[src/rtl/ioir_pkg.sv]
package ioir_pkg;

    localparam int NUM_PINS_DEF = 24;
    localparam int PIN_W        = 5;
    localparam int S_TDATA_W    = 56;
    localparam int M_TDATA_W    = 56;

    // request codes; 5 to 7 are unused and answered with an empty result
    localparam logic [2:0] REQ_RAISE = 3'd0;
    localparam logic [2:0] REQ_LOWER = 3'd1;
    localparam logic [2:0] REQ_EOI   = 3'd2;
    localparam logic [2:0] REQ_WRITE = 3'd3;
    localparam logic [2:0] REQ_READ  = 3'd4;

    // incoming request, highest field first
    typedef struct packed {
        logic [31:0] write_data;
        logic [5:0]  dword_index;
        logic [7:0]  eoi_vector;
        logic [4:0]  pin;
        logic [2:0]  req_type;
    } t_request;

    // stored part of a redirection entry; reserved and delivery status bits are always zero
    typedef struct packed {
        logic [7:0] dest;
        logic       mask;
        logic       trig;
        logic       rirr;
        logic       pol;
        logic       dm;
        logic [2:0] mode;
        logic [7:0] vec;
    } t_entry;

    localparam t_entry ENTRY_RST = '{dest: 8'h00, mask: 1'b1, trig: 1'b0, rirr: 1'b0,
                                     pol: 1'b0, dm: 1'b0, mode: 3'd0, vec: 8'h00};

    // result item, highest field first (tlast travels separately)
    typedef struct packed {
        logic [31:0] read_data;
        logic        level_trig;
        logic [7:0]  destination;
        logic        dest_mode;
        logic [2:0]  delivery_mode;
        logic [7:0]  vector;
        logic        deliver;
    } t_result;

    function automatic t_result make_result(logic dlv, t_entry e);
        t_result r;
        r = '0;
        if (dlv) begin
            r.deliver       = 1'b1;
            r.vector        = e.vec;
            r.delivery_mode = e.mode;
            r.dest_mode     = e.dm;
            r.destination   = e.dest;
            r.level_trig    = e.trig;
        end
        return r;
    endfunction

    // one 32-bit half of the 64-bit datasheet view of an entry
    function automatic logic [31:0] entry_dword(t_entry e, logic hi);
        logic [31:0] d;
        if (hi) begin
            d = {e.dest, 24'h000000};
        end else begin
            d = {15'h0000, e.mask, e.trig, e.rirr, e.pol, 1'b0, e.dm, e.mode, e.vec};
        end
        return d;
    endfunction

endpackage

[src/rtl/io_interrupt_redirection.sv]
// I/O interrupt redirection table.
// Slave stream carries one request per beat: raise pin, lower pin, end of
// interrupt (EOI), write entry dword, read entry dword. Master stream returns
// result beats; tlast marks the final result of a request. Only EOI can
// return more than one result: one per entry whose remote-IRR it cleared, or
// one empty result if it cleared none. A request is taken only while the
// sequencer is idle. Raise, lower, write, read and unused codes answer from
// the execute state via the output register. EOI walks the table through the
// entry RAM, one entry per cycle while no match waits on a stalled output,
// then a final state; its results are held back one step so the last is flagged.
// Reset clears pin levels, pending bits and the per-entry valid bits, so every
// entry reads as masked with all other fields zero; no clearing pass is needed.
// When the receiver stalls, the result sits in the output register and the
// sequencer waits before committing the next result; no result is dropped.
// A new request may be taken while the last result still waits.
module io_interrupt_redirection #(
    parameter int NUM_PINS = ioir_pkg::NUM_PINS_DEF
) (
    input  logic                           i_clk,
    input  logic                           i_rst_n,
    input  logic                           s_axis_tvalid,
    output logic                           s_axis_tready,
    // req_type[2:0], pin[7:3], eoi_vector[15:8], dword_index[21:16],
    // write_data[53:22], zero fill [55:54]
    input  logic [ioir_pkg::S_TDATA_W-1:0] s_axis_tdata,
    output logic                           m_axis_tvalid,
    input  logic                           m_axis_tready,
    // deliver[0], vector[8:1], delivery_mode[11:9], dest_mode[12],
    // destination[20:13], level_trig[21], read_data[53:22], zero fill [55:54]
    output logic [ioir_pkg::M_TDATA_W-1:0] m_axis_tdata,
    output logic                           m_axis_tlast
);
    import ioir_pkg::*;

    localparam int IW = (NUM_PINS > 1) ? $clog2(NUM_PINS) : 1;
    localparam logic [PIN_W-1:0] LAST_IDX = PIN_W'(NUM_PINS - 1);

    typedef enum logic [2:0] {
        S_IDLE = 3'b001,
        S_EXEC = 3'b010,
        S_LAST = 3'b100
    } t_state;

    t_state                r_state, n_state;
    t_request              r_req;
    t_request              in_req;
    logic [PIN_W-1:0]      r_idx, n_idx;
    logic [NUM_PINS-1:0]   r_lvl, n_lvl;
    logic [NUM_PINS-1:0]   r_pend, n_pend;
    logic [NUM_PINS-1:0]   r_valid;

    t_entry                r_mem [NUM_PINS];
    t_entry                r_rdata;
    logic                  r_rvalid;
    logic                  mem_we;
    t_entry                mem_wdata;

    logic                  r_ovalid;
    t_result               r_out;
    logic                  r_olast;
    logic                  load;
    t_result               load_res;
    logic                  load_last;

    logic                  r_hold_v, n_hold_v;
    t_result               r_hold, n_hold;

    t_entry                e, x;
    logic [IW-1:0]         ai;
    logic                  idx_ok;
    logic                  out_free;
    logic                  accept;
    logic                  fire;
    logic                  dlv;
    logic                  match;

    assign in_req        = t_request'(s_axis_tdata[$bits(t_request)-1:0]);
    assign s_axis_tready = (r_state == S_IDLE);
    assign accept        = s_axis_tvalid && s_axis_tready;
    assign m_axis_tvalid = r_ovalid;
    assign m_axis_tdata  = {(M_TDATA_W - $bits(t_result))'(0), r_out};
    assign m_axis_tlast  = r_olast;

    // never-written entries read back as the reset entry
    assign e        = r_rvalid ? r_rdata : ENTRY_RST;
    assign ai       = r_idx[IW-1:0];
    assign idx_ok   = (int'(r_idx) < NUM_PINS);
    assign out_free = !r_ovalid || m_axis_tready;
    assign match    = (e.vec == r_req.eoi_vector) && e.rirr;

    always_comb begin
        n_state   = r_state;
        n_idx     = r_idx;
        n_lvl     = r_lvl;
        n_pend    = r_pend;
        n_hold_v  = r_hold_v;
        n_hold    = r_hold;
        mem_we    = 1'b0;
        mem_wdata = e;
        load      = 1'b0;
        load_res  = '0;
        load_last = 1'b0;
        x         = e;
        fire      = 1'b0;
        dlv       = 1'b0;

        unique case (r_state)
            S_IDLE: begin
                if (accept) begin
                    n_state = S_EXEC;
                    case (in_req.req_type) inside
                        REQ_RAISE, REQ_LOWER: n_idx = in_req.pin;
                        REQ_EOI:              n_idx = '0;
                        default:              n_idx = in_req.dword_index[5:1];
                    endcase
                end
            end

            S_EXEC: begin
                if (r_req.req_type == REQ_EOI) begin
                    // a match must first push the held result, if any
                    if (!match || !r_hold_v || out_free) begin
                        if (match) begin
                            x.rirr = 1'b0;
                            fire   = r_pend[ai] && !x.mask;
                            if (fire && !x.trig) begin
                                n_pend[ai] = 1'b0;
                            end
                            if (fire && x.trig) begin
                                x.rirr = 1'b1;
                            end
                            mem_we    = 1'b1;
                            mem_wdata = x;
                            if (r_hold_v) begin
                                load     = 1'b1;
                                load_res = r_hold;
                            end
                            n_hold_v = 1'b1;
                            n_hold   = make_result(fire, e);
                        end
                        if (r_idx == LAST_IDX) begin
                            n_state = S_LAST;
                        end else begin
                            n_idx = r_idx + PIN_W'(1);
                        end
                    end
                end else if (out_free) begin
                    load      = 1'b1;
                    load_last = 1'b1;
                    n_state   = S_IDLE;
                    case (r_req.req_type)
                        REQ_RAISE: begin
                            if (idx_ok && !r_lvl[ai]) begin
                                n_lvl[ai] = 1'b1;
                                // masked edge-triggered pin drops the edge
                                if (!(e.mask && !e.trig)) begin
                                    fire = !e.mask;
                                    n_pend[ai] = !(fire && !e.trig);
                                    if (fire && e.trig) begin
                                        x.rirr    = 1'b1;
                                        mem_we    = 1'b1;
                                        mem_wdata = x;
                                    end
                                    dlv = fire && !(e.trig && e.rirr);
                                end
                            end
                            load_res = make_result(dlv, e);
                        end
                        REQ_LOWER: begin
                            if (idx_ok && r_lvl[ai]) begin
                                n_lvl[ai] = 1'b0;
                                if (!e.trig) begin
                                    n_pend[ai] = 1'b0;
                                end
                            end
                        end
                        REQ_WRITE: begin
                            if (idx_ok) begin
                                if (r_req.dword_index[0]) begin
                                    x.dest = r_req.write_data[31:24];
                                end else begin
                                    x.vec  = r_req.write_data[7:0];
                                    x.mode = r_req.write_data[10:8];
                                    x.dm   = r_req.write_data[11];
                                    x.pol  = r_req.write_data[13];
                                    x.trig = r_req.write_data[15];
                                    x.mask = r_req.write_data[16];
                                end
                                fire = r_pend[ai] && !x.mask;
                                dlv  = fire && !(x.trig && x.rirr);
                                if (fire && !x.trig) begin
                                    n_pend[ai] = 1'b0;
                                end
                                load_res = make_result(dlv, x);
                                if (fire && x.trig) begin
                                    x.rirr = 1'b1;
                                end
                                mem_we    = 1'b1;
                                mem_wdata = x;
                            end
                        end
                        REQ_READ: begin
                            if (idx_ok) begin
                                load_res.read_data = entry_dword(e, r_req.dword_index[0]);
                            end
                        end
                        default: begin
                        end
                    endcase
                end
            end

            S_LAST: begin
                if (out_free) begin
                    load      = 1'b1;
                    load_last = 1'b1;
                    load_res  = r_hold_v ? r_hold : '0;
                    n_hold_v  = 1'b0;
                    n_state   = S_IDLE;
                end
            end

            default: begin
                n_state = S_IDLE;
            end
        endcase
    end

    // control state
    always_ff @(posedge i_clk) begin
        if (!i_rst_n) begin
            r_state  <= S_IDLE;
            r_lvl    <= '0;
            r_pend   <= '0;
            r_valid  <= '0;
            r_ovalid <= 1'b0;
            r_hold_v <= 1'b0;
        end else begin
            r_state  <= n_state;
            r_lvl    <= n_lvl;
            r_pend   <= n_pend;
            r_hold_v <= n_hold_v;
            if (mem_we) begin
                r_valid[ai] <= 1'b1;
            end
            if (load) begin
                r_ovalid <= 1'b1;
            end else if (m_axis_tready) begin
                r_ovalid <= 1'b0;
            end
        end
    end

    // payload and entry RAM
    always_ff @(posedge i_clk) begin
        r_idx    <= n_idx;
        r_hold   <= n_hold;
        r_rdata  <= r_mem[n_idx[IW-1:0]];
        r_rvalid <= r_valid[n_idx[IW-1:0]];
        if (mem_we) begin
            r_mem[ai] <= mem_wdata;
        end
        if (accept) begin
            r_req <= in_req;
        end
        if (load) begin
            r_out   <= load_res;
            r_olast <= load_last;
        end
    end

endmodule
[config.mk]
export PLATFORM = sky130hd
export DESIGN_NAME = io_interrupt_redirection
export DESIGN_NICKNAME = d
export VERILOG_FILES = /design/src/rtl/ioir_pkg.sv /design/src/rtl/io_interrupt_redirection.sv
export SDC_FILE = /design/constraint.sdc
export NUM_CORES = 1
export LEC_CHECK = 0
export ABC_CLOCK_PERIOD_IN_PS = 4900
export BUFFER_PORTS_ARGS = -buffer_cell sky130_fd_sc_hd__buf_2
export CAP_MARGIN = 40
export CORE_MARGIN = 3
export CORE_UTILIZATION = 52
export DETAILED_ROUTE_END_ITERATION = 10
export PLACE_DENSITY_LB_ADDON = 0.15
export SYNTH_ARGS = -nofsm -noshare
export SYNTH_HDL_FRONTEND = slang
export SYNTH_SLANG_ARGS = --single-unit
[constraint.sdc]
create_clock -name i_clk -period 4.9 [get_ports i_clk]
set_input_delay 0.49 -clock i_clk [delete_from_list [all_inputs] [get_ports i_clk]]
set_output_delay 0.49 -clock i_clk [all_outputs]
set_load 0.05 [all_outputs]
==> flow_summary.toml, run 1 <==
[pwr]
p_per_area_nw_per_um2 = 473
p_seq_share_pct = 48.0
pwr-share-comb_pct = 18.4
p_sw_share_pct = 29.2
pwr-share-clk_pct = 33.6
p_leak_nw = 12.8
p_sw_mw = 5.00
finalPower_mw = 17.2
ir_worst_vdd_v = 0.000321
p_int_mw = 12.2

[critical_path]
end_kind = "flop"
crit_type = "flop to flop"
startpoint_type = "flop"
worst_ep_arrival_time_ns = 4.78
critPathRequiredTime_ns = 5.32
critical-path-slowest-cell = "a211oi_1"
timing.critical_path.mode_cell = "buf_4"
path_delay_family = "compound AO/OA/AOI/OAI gates"
crit_fanout = 33
crit_path_cell_trace = "buf_4 > nor4bb_1 > a2bb2oi_1 > a32oi_2 > nand3_4 > a31o_1 > or2_4 > inv_4 > nor3_4 > buf_4 > a32oi_1 > o211ai_2 > a211oi_1"
max_stage_delay_ns = 0.74
path_buf_inv = 3

[placed_design]
dp_slack_ns = 0.539
port_buffers = 97
place_congestion = 0.906
hpwl_um = 48100
placed_cells = 3213

[route]
via_per_inst = 6.13
ant_nets = 0
drtPass1Iterations = 5
drtIter0Drc = 2069
drc = 0
wl_per_cell_um = 25.0
drt_wl_total_um = 83700
vias = 20600

[floorplanning]
die_area_sq_um = 64100
num_rows = 89
ios = 119
initial_core_util_pct = 53.2
core_area_sq_um = 59700
dieHeight_um = 253
die_x_um = 253

[clock_tree]
cts_resized = 0
clockRootBuffer = "clkbuf_16"
htreeDepth = 3
cts_tree = "built"
cts_buffers = 79
clock_sinks = 787
clkTransAtPathRegs_ns = 0.06
clock_latency_ns = 0.62
cts_setup_buffers = 0
hold_buffers = 0
clockBufferDepth = 3

[timing]
drv_slew = 0
max_slew_margin_pct = 38.7
setup_slack_ns = 0.536
min_period_ns = 4.36
worst_pin_slew_ns = 0.916
tns_ns = 0
rsz0062_at_grt = "no"
setup_viol = 0
max_freq_ghz = 0.229
whs_ns = 0.0542
hold_violations = 0
skew_ns = 0.0213
timing.final.crit_share_pct = 89.1

[synthesis]
yosysUniqueCellTypes = 77
synth-seq-cells = 787
synth_edf_count = 680
async_flop_share_pct = 0
yosys_warnings = 0
synth_top_area_share_pct = 64.3
netlist_instances = 2392
synth.area.top_cells = "edfxtp_1 64%, dfxtp_1 6.7%, nand2_1 5.9%, mux2i_1 2.4%, a211oi_1 1.8%"
syn_avg_cell_area_sq_um = 13.3
synth_area_sq_um = 31800
synth_seq_area_share_pct = 71.1
ys.flop_type = "edfxtp_1"
yosysTopAreaCell = "edfxtp_1"

[status]
status = "completed"

[job]
drv_cap = 0

[layout]
drive_gt1_share_pct = 15.8
layout_common_cells = "680 x edfxtp_1, 497 x nand2_1, 106 x dfxtp_1, 98 x buf_2"
synthToLayoutAreaGrowth_pct = 14.1
nets = 2585
diodes = 0
final_cells = 3355
layout_commonest_cell = "edfxtp_1"

[grt]
grt_max_degree = 87
grt_pass1_vias = 20000
grt.total_usage_pct = 26.2
grt_overflow_total = 0
grt_pass1_wl_um = 125000
antenna_found_initial = 0

[hold_path]
hold_path.class = "input port to flop"
## per-stage QoR
stage	area, sq um	util [%]
3_5_place_dp	33800	56.6
6_report	36200	60.7
4_1_cts	36200	60.7
3_3_place_gp	33700	56.4
5_1_grt	36200	60.7
2_1_floorplan	31800	-
## worst paths after layout
path	from	end	slack [ns]	cells past startpoint
setup / recovery	r_rvalid$_DFF_P_	r_rdata[3]$_DFF_P_	0.54	13
hold / removal	s_axis_tdata[33]	r_req[33]$_DFFE_PP_	0.05	1
setup reg to reg	r_rvalid$_DFF_P_	r_rdata[3]$_DFF_P_	0.54	13
hold reg to reg	r_valid[15]$_SDFFE_PN0N_	r_valid[15]$_SDFFE_PN0N_	0.46	1
## synthesized netlist by cell type (all sizes together) (3+ instances only)
| master | instances |
|---|---|
| edfxtp | 680 |
| nand2 | 500 |
| dfxtp | 107 |
| nor2 | 98 |
| nand3 | 94 |
| clkbuf | 89 |
| a21oi | 86 |
| buf | 84 |
| and3 | 76 |
| mux2i | 76 |
| a211oi | 75 |
| o21ai | 68 |
| a31oi | 51 |
| a32oi | 49 |
| a22oi | 30 |
| a221oi | 28 |
| o211ai | 27 |
| o21a | 25 |
| o211a | 20 |
| inv | 12 |
| mux4 | 12 |
| nor3 | 9 |
| and2 | 7 |
| nand4 | 6 |
| nand2b | 5 |
| nor2b | 5 |
| o311a | 5 |
| or3 | 5 |
| ha | 4 |
| nor4 | 4 |
| o21bai | 4 |
| o22ai | 4 |
| or2 | 4 |
| xor2 | 4 |
| a311oi | 3 |
| a31o | 3 |
| o31ai | 3 |
## sequential cells by signal, summed over array words and instances, names as in the netlist, named ones only
register,count
r_hold_v,1
r_mem,576
r_pend,24
r_hold,22
r_rdata,24
r_rvalid,1
r_valid,24
r_req,35
m_axis_tdata,46
ai,5
m_axis_tlast,1
r_state,3
m_axis_tvalid,1
## final cells by class
type | instances | area (sq um)
Clock buffer | 119 | 2270
Clock inverter | 23 | 188
Multi-Input combinational cell | 1429 | 8600
Fill cell | 4616 | 23500
Timing Repair Buffer | 212 | 1590
Sequential cell | 787 | 22600
Tap cell | 773 | 967
Inverter | 12 | 55.1
## power groups by stage
stage	Clock [mW]	Combinational, mW	Sequential [mW]
finish	5.77	3.16	8.23
global route	6.11	3.41	8.23
CTS	5.85	3.14	8.21
detailed placement	0	3.13	8.35
global placement	0	3.04	8.35
floorplan	0	1.88	8.24
## cells by family (layout without fill, tap and decap cells)
kind of cell / count (synthesis) / count (layout) / synth area share, %
simple gates: 822 / 822 / 11.3
mux: 89 / 89 / 3.28
xor+xnor: 6 / 6 / 0.166
flops: 787 / 787 / 71.1
other cells: 1 / 10 / 0.0118
buf+inv: 185 / 366 / 2.72
fa+ha+maj: 4 / 4 / 0.158
compound gates: 498 / 498 / 11.3
## layer usage
layer	vias to the layer above	track usage [%]	routed length, um
met5	-	0	0
met4	0	7.30	2000
met3	128	4.68	6950
met2	860	41.1	38800
met1	10300	38.1	36000
li1	9273	-	-
Power figures use the tool's default switching activity.
==> inputs of run 2 (changes only) <==
--- a/config.mk
+++ b/config.mk
@@ -5,11 +5,12 @@
 export SDC_FILE = /design/constraint.sdc
 export NUM_CORES = 1
 export LEC_CHECK = 0
-export ABC_CLOCK_PERIOD_IN_PS = 4900
+export ABC_CLOCK_PERIOD_IN_PS = 4550
 export BUFFER_PORTS_ARGS = -buffer_cell sky130_fd_sc_hd__buf_2
 export CAP_MARGIN = 40
 export CORE_MARGIN = 3
 export CORE_UTILIZATION = 52
+export CTS_BUF_LIST = sky130_fd_sc_hd__clkbuf_16
 export DETAILED_ROUTE_END_ITERATION = 10
 export PLACE_DENSITY_LB_ADDON = 0.15
 export SYNTH_ARGS = -nofsm -noshare
==> constraint.sdc (replaced) <==
create_clock -name i_clk -period 4.55 [get_ports i_clk]
set_input_delay 0.455 -clock i_clk [delete_from_list [all_inputs] [get_ports i_clk]]
set_output_delay 0.455 -clock i_clk [all_outputs]
set_load 0.05 [all_outputs]
==> run 2 against run 1 <==
Compared with the run above: combinational power increased by 8.9%; total power increased by 8.5%; clock power increased by 9.0%; register-to-register slack got worse by 0.12 ns; die area unchanged; final cell count increased by 1.2%; critical path type unchanged; sequential power increased by 7.8%.
==> flow_summary.toml, run 2 (synthesized netlist as in run 1, its figures left out) <==
[status]
status = "completed"

[hold_path]
hold_path.class = "input port to flop"

[route]
wl_per_cell_um = 25.3
drc = 0
drtPass1Iterations = 5
drt_wl_total_um = 85900
ant_nets = 0
via_per_inst = 6.18
drtIter0Drc = 2232
vias = 21000

[layout]
layout_commonest_cell = "edfxtp_1"
drive_gt1_share_pct = 15.6
multiInputGateArea_sq_um = 8590
final_cells = 3395
postLayoutCoreUtil_pct = 61.7
layout_common_cells = "680 x edfxtp_1, 497 x nand2_1, 106 x dfxtp_1, 99 x buf_2, 93 x nand3_1"
diodes = 0
area.sequential_sq_um = 22600
nets = 2618
synthToLayoutAreaGrowth_pct = 16.0
fillers = 4556
largest_reg_flops = 576
max_flop_register = "r_mem"

[clock_tree]
htreeDepth = 3
hold_buffers = 27
clock_latency_ns = 0.63
cts_buffers = 80
clkTransAtPathRegs_ns = 0.06
clockBufferDepth = 3
cts_resized = 0
clock_sinks = 787
cts_setup_buffers = 0
cts_tree = "built"
clockRootBuffer = "clkbuf_16"

[placed_design]
port_buffers = 97
placed_cells = 3218
place_congestion = 0.870
hpwl_um = 48900
dp_slack_ns = 0.505

[timing]
setup_slack_ns = 0.411
max_freq_ghz = 0.242
rsz0062_at_grt = "no"
timing.final.crit_share_pct = 91.0
worst_pin_slew_ns = 0.852
drv_slew = 0
hold_violations = 0
skew_ns = 0.0276
tns_ns = 0
setup_viol = 0
min_period_ns = 4.14
max_slew_margin_pct = 43.0

[grt]
grt_pass1_vias = 20100
grt_max_degree = 78
grt_pass1_wl_um = 127000
grt.total_usage_pct = 26.8
antenna_found_initial = 0
grt_overflow_total = 0

[pwr]
p_int_mw = 13.1
p_leak_nw = 13.1
p_sw_share_pct = 29.4
finalPower_mw = 18.6
p_per_area_nw_per_um2 = 505
ir_worst_vdd_v = 0.000497
pwr-share-comb_pct = 18.5
p_sw_mw = 5.47
pwr-share-clk_pct = 33.8
p_seq_share_pct = 47.7

[critical_path]
startpoint_type = "flop"
worst_ep_arrival_time_ns = 4.68
critical-path-slowest-cell = "dfxtp_1"
max_stage_delay_ns = 0.53
crit_type = "flop to flop"
end_kind = "flop"
crit_path_cell_trace = "or4b_1 > a32oi_2 > nand3_4 > a31o_1 > or2_4 > inv_4 > buf_4 > buf_4 > a21oi_1 > a32oi_1 > a21oi_1 > a211oi_1 > buf_2"
critPathRequiredTime_ns = 5.10
crit_fanout = 20

[floorplanning]
ios = 119
dieHeight_um = 253
die_x_um = 253
die_area_sq_um = 64100
core_area_sq_um = 59700
initial_core_util_pct = 53.2
num_rows = 89

[job]
drv_cap = 0
run 2: path summary, 6_finish.rpt:
kind | from | end | slack (ns) | cells after the start
worst min register to register | r_valid[15]$_SDFFE_PN0N_ | r_valid[15]$_SDFFE_PN0N_ | 0.45 | 1
worst max-delay path | r_rdata[2]$_DFF_P_ | r_rdata[3]$_DFF_P_ | 0.41 | 13
worst min-delay path | s_axis_tdata[37] | r_req[37]$_DFFE_PP_ | 0.03 | 1
worst max register to register | r_rdata[2]$_DFF_P_ | r_rdata[3]$_DFF_P_ | 0.41 | 13
run 2: power groups by stage:
stage / Combinational, mW / Sequential (mW) / Clock, mW
after floorplan: 2.03 / 8.88 / 0
after global placement: 3.28 / 9.00 / 0
after detailed placement: 3.38 / 9.00 / 0
after CTS: 3.41 / 8.85 / 6.38
after global routing: 3.71 / 8.87 / 6.69
final: 3.44 / 8.87 / 6.29
run 2: critical path: cells and delay by family (launching register included):
| family | cells | cell delay, ns |
|---|---|---|
| AOI/OAI and AO/OA | 6 | 1.42 |
| buffers and inverters | 4 | 1.09 |
| DFF | 1 | 0.53 |
| and+or+nand+nor | 3 | 0.98 |
run 2: metal layers:
metal,vias up,wire length [um],global-route usage [%]
met1,10500,36000,37.7
li1,9352,-,-
met4,0,2340,8.04
met3,148,7270,5.02
met5,-,0,0
met2,942,40300,42.9
run 2: cell type report:
type,instances,area share [%]
clock buffers,83,5.64
repair buffers,244,5.77
inverters,12,0.149
flip-flops and latches,787,61.2
multi-input cells,1429,23.3
well taps,773,2.62
clock inverters,67,1.26
run 2: through the flow:
stage,area [sq um],hold slack [ns]
6_report,36800,0.0294
5_1_grt,36800,0.0000857
4_1_cts,36800,0.00184
3_5_place_dp,34000,0.447
3_3_place_gp,34000,0.439
2_1_floorplan,31800,0.433
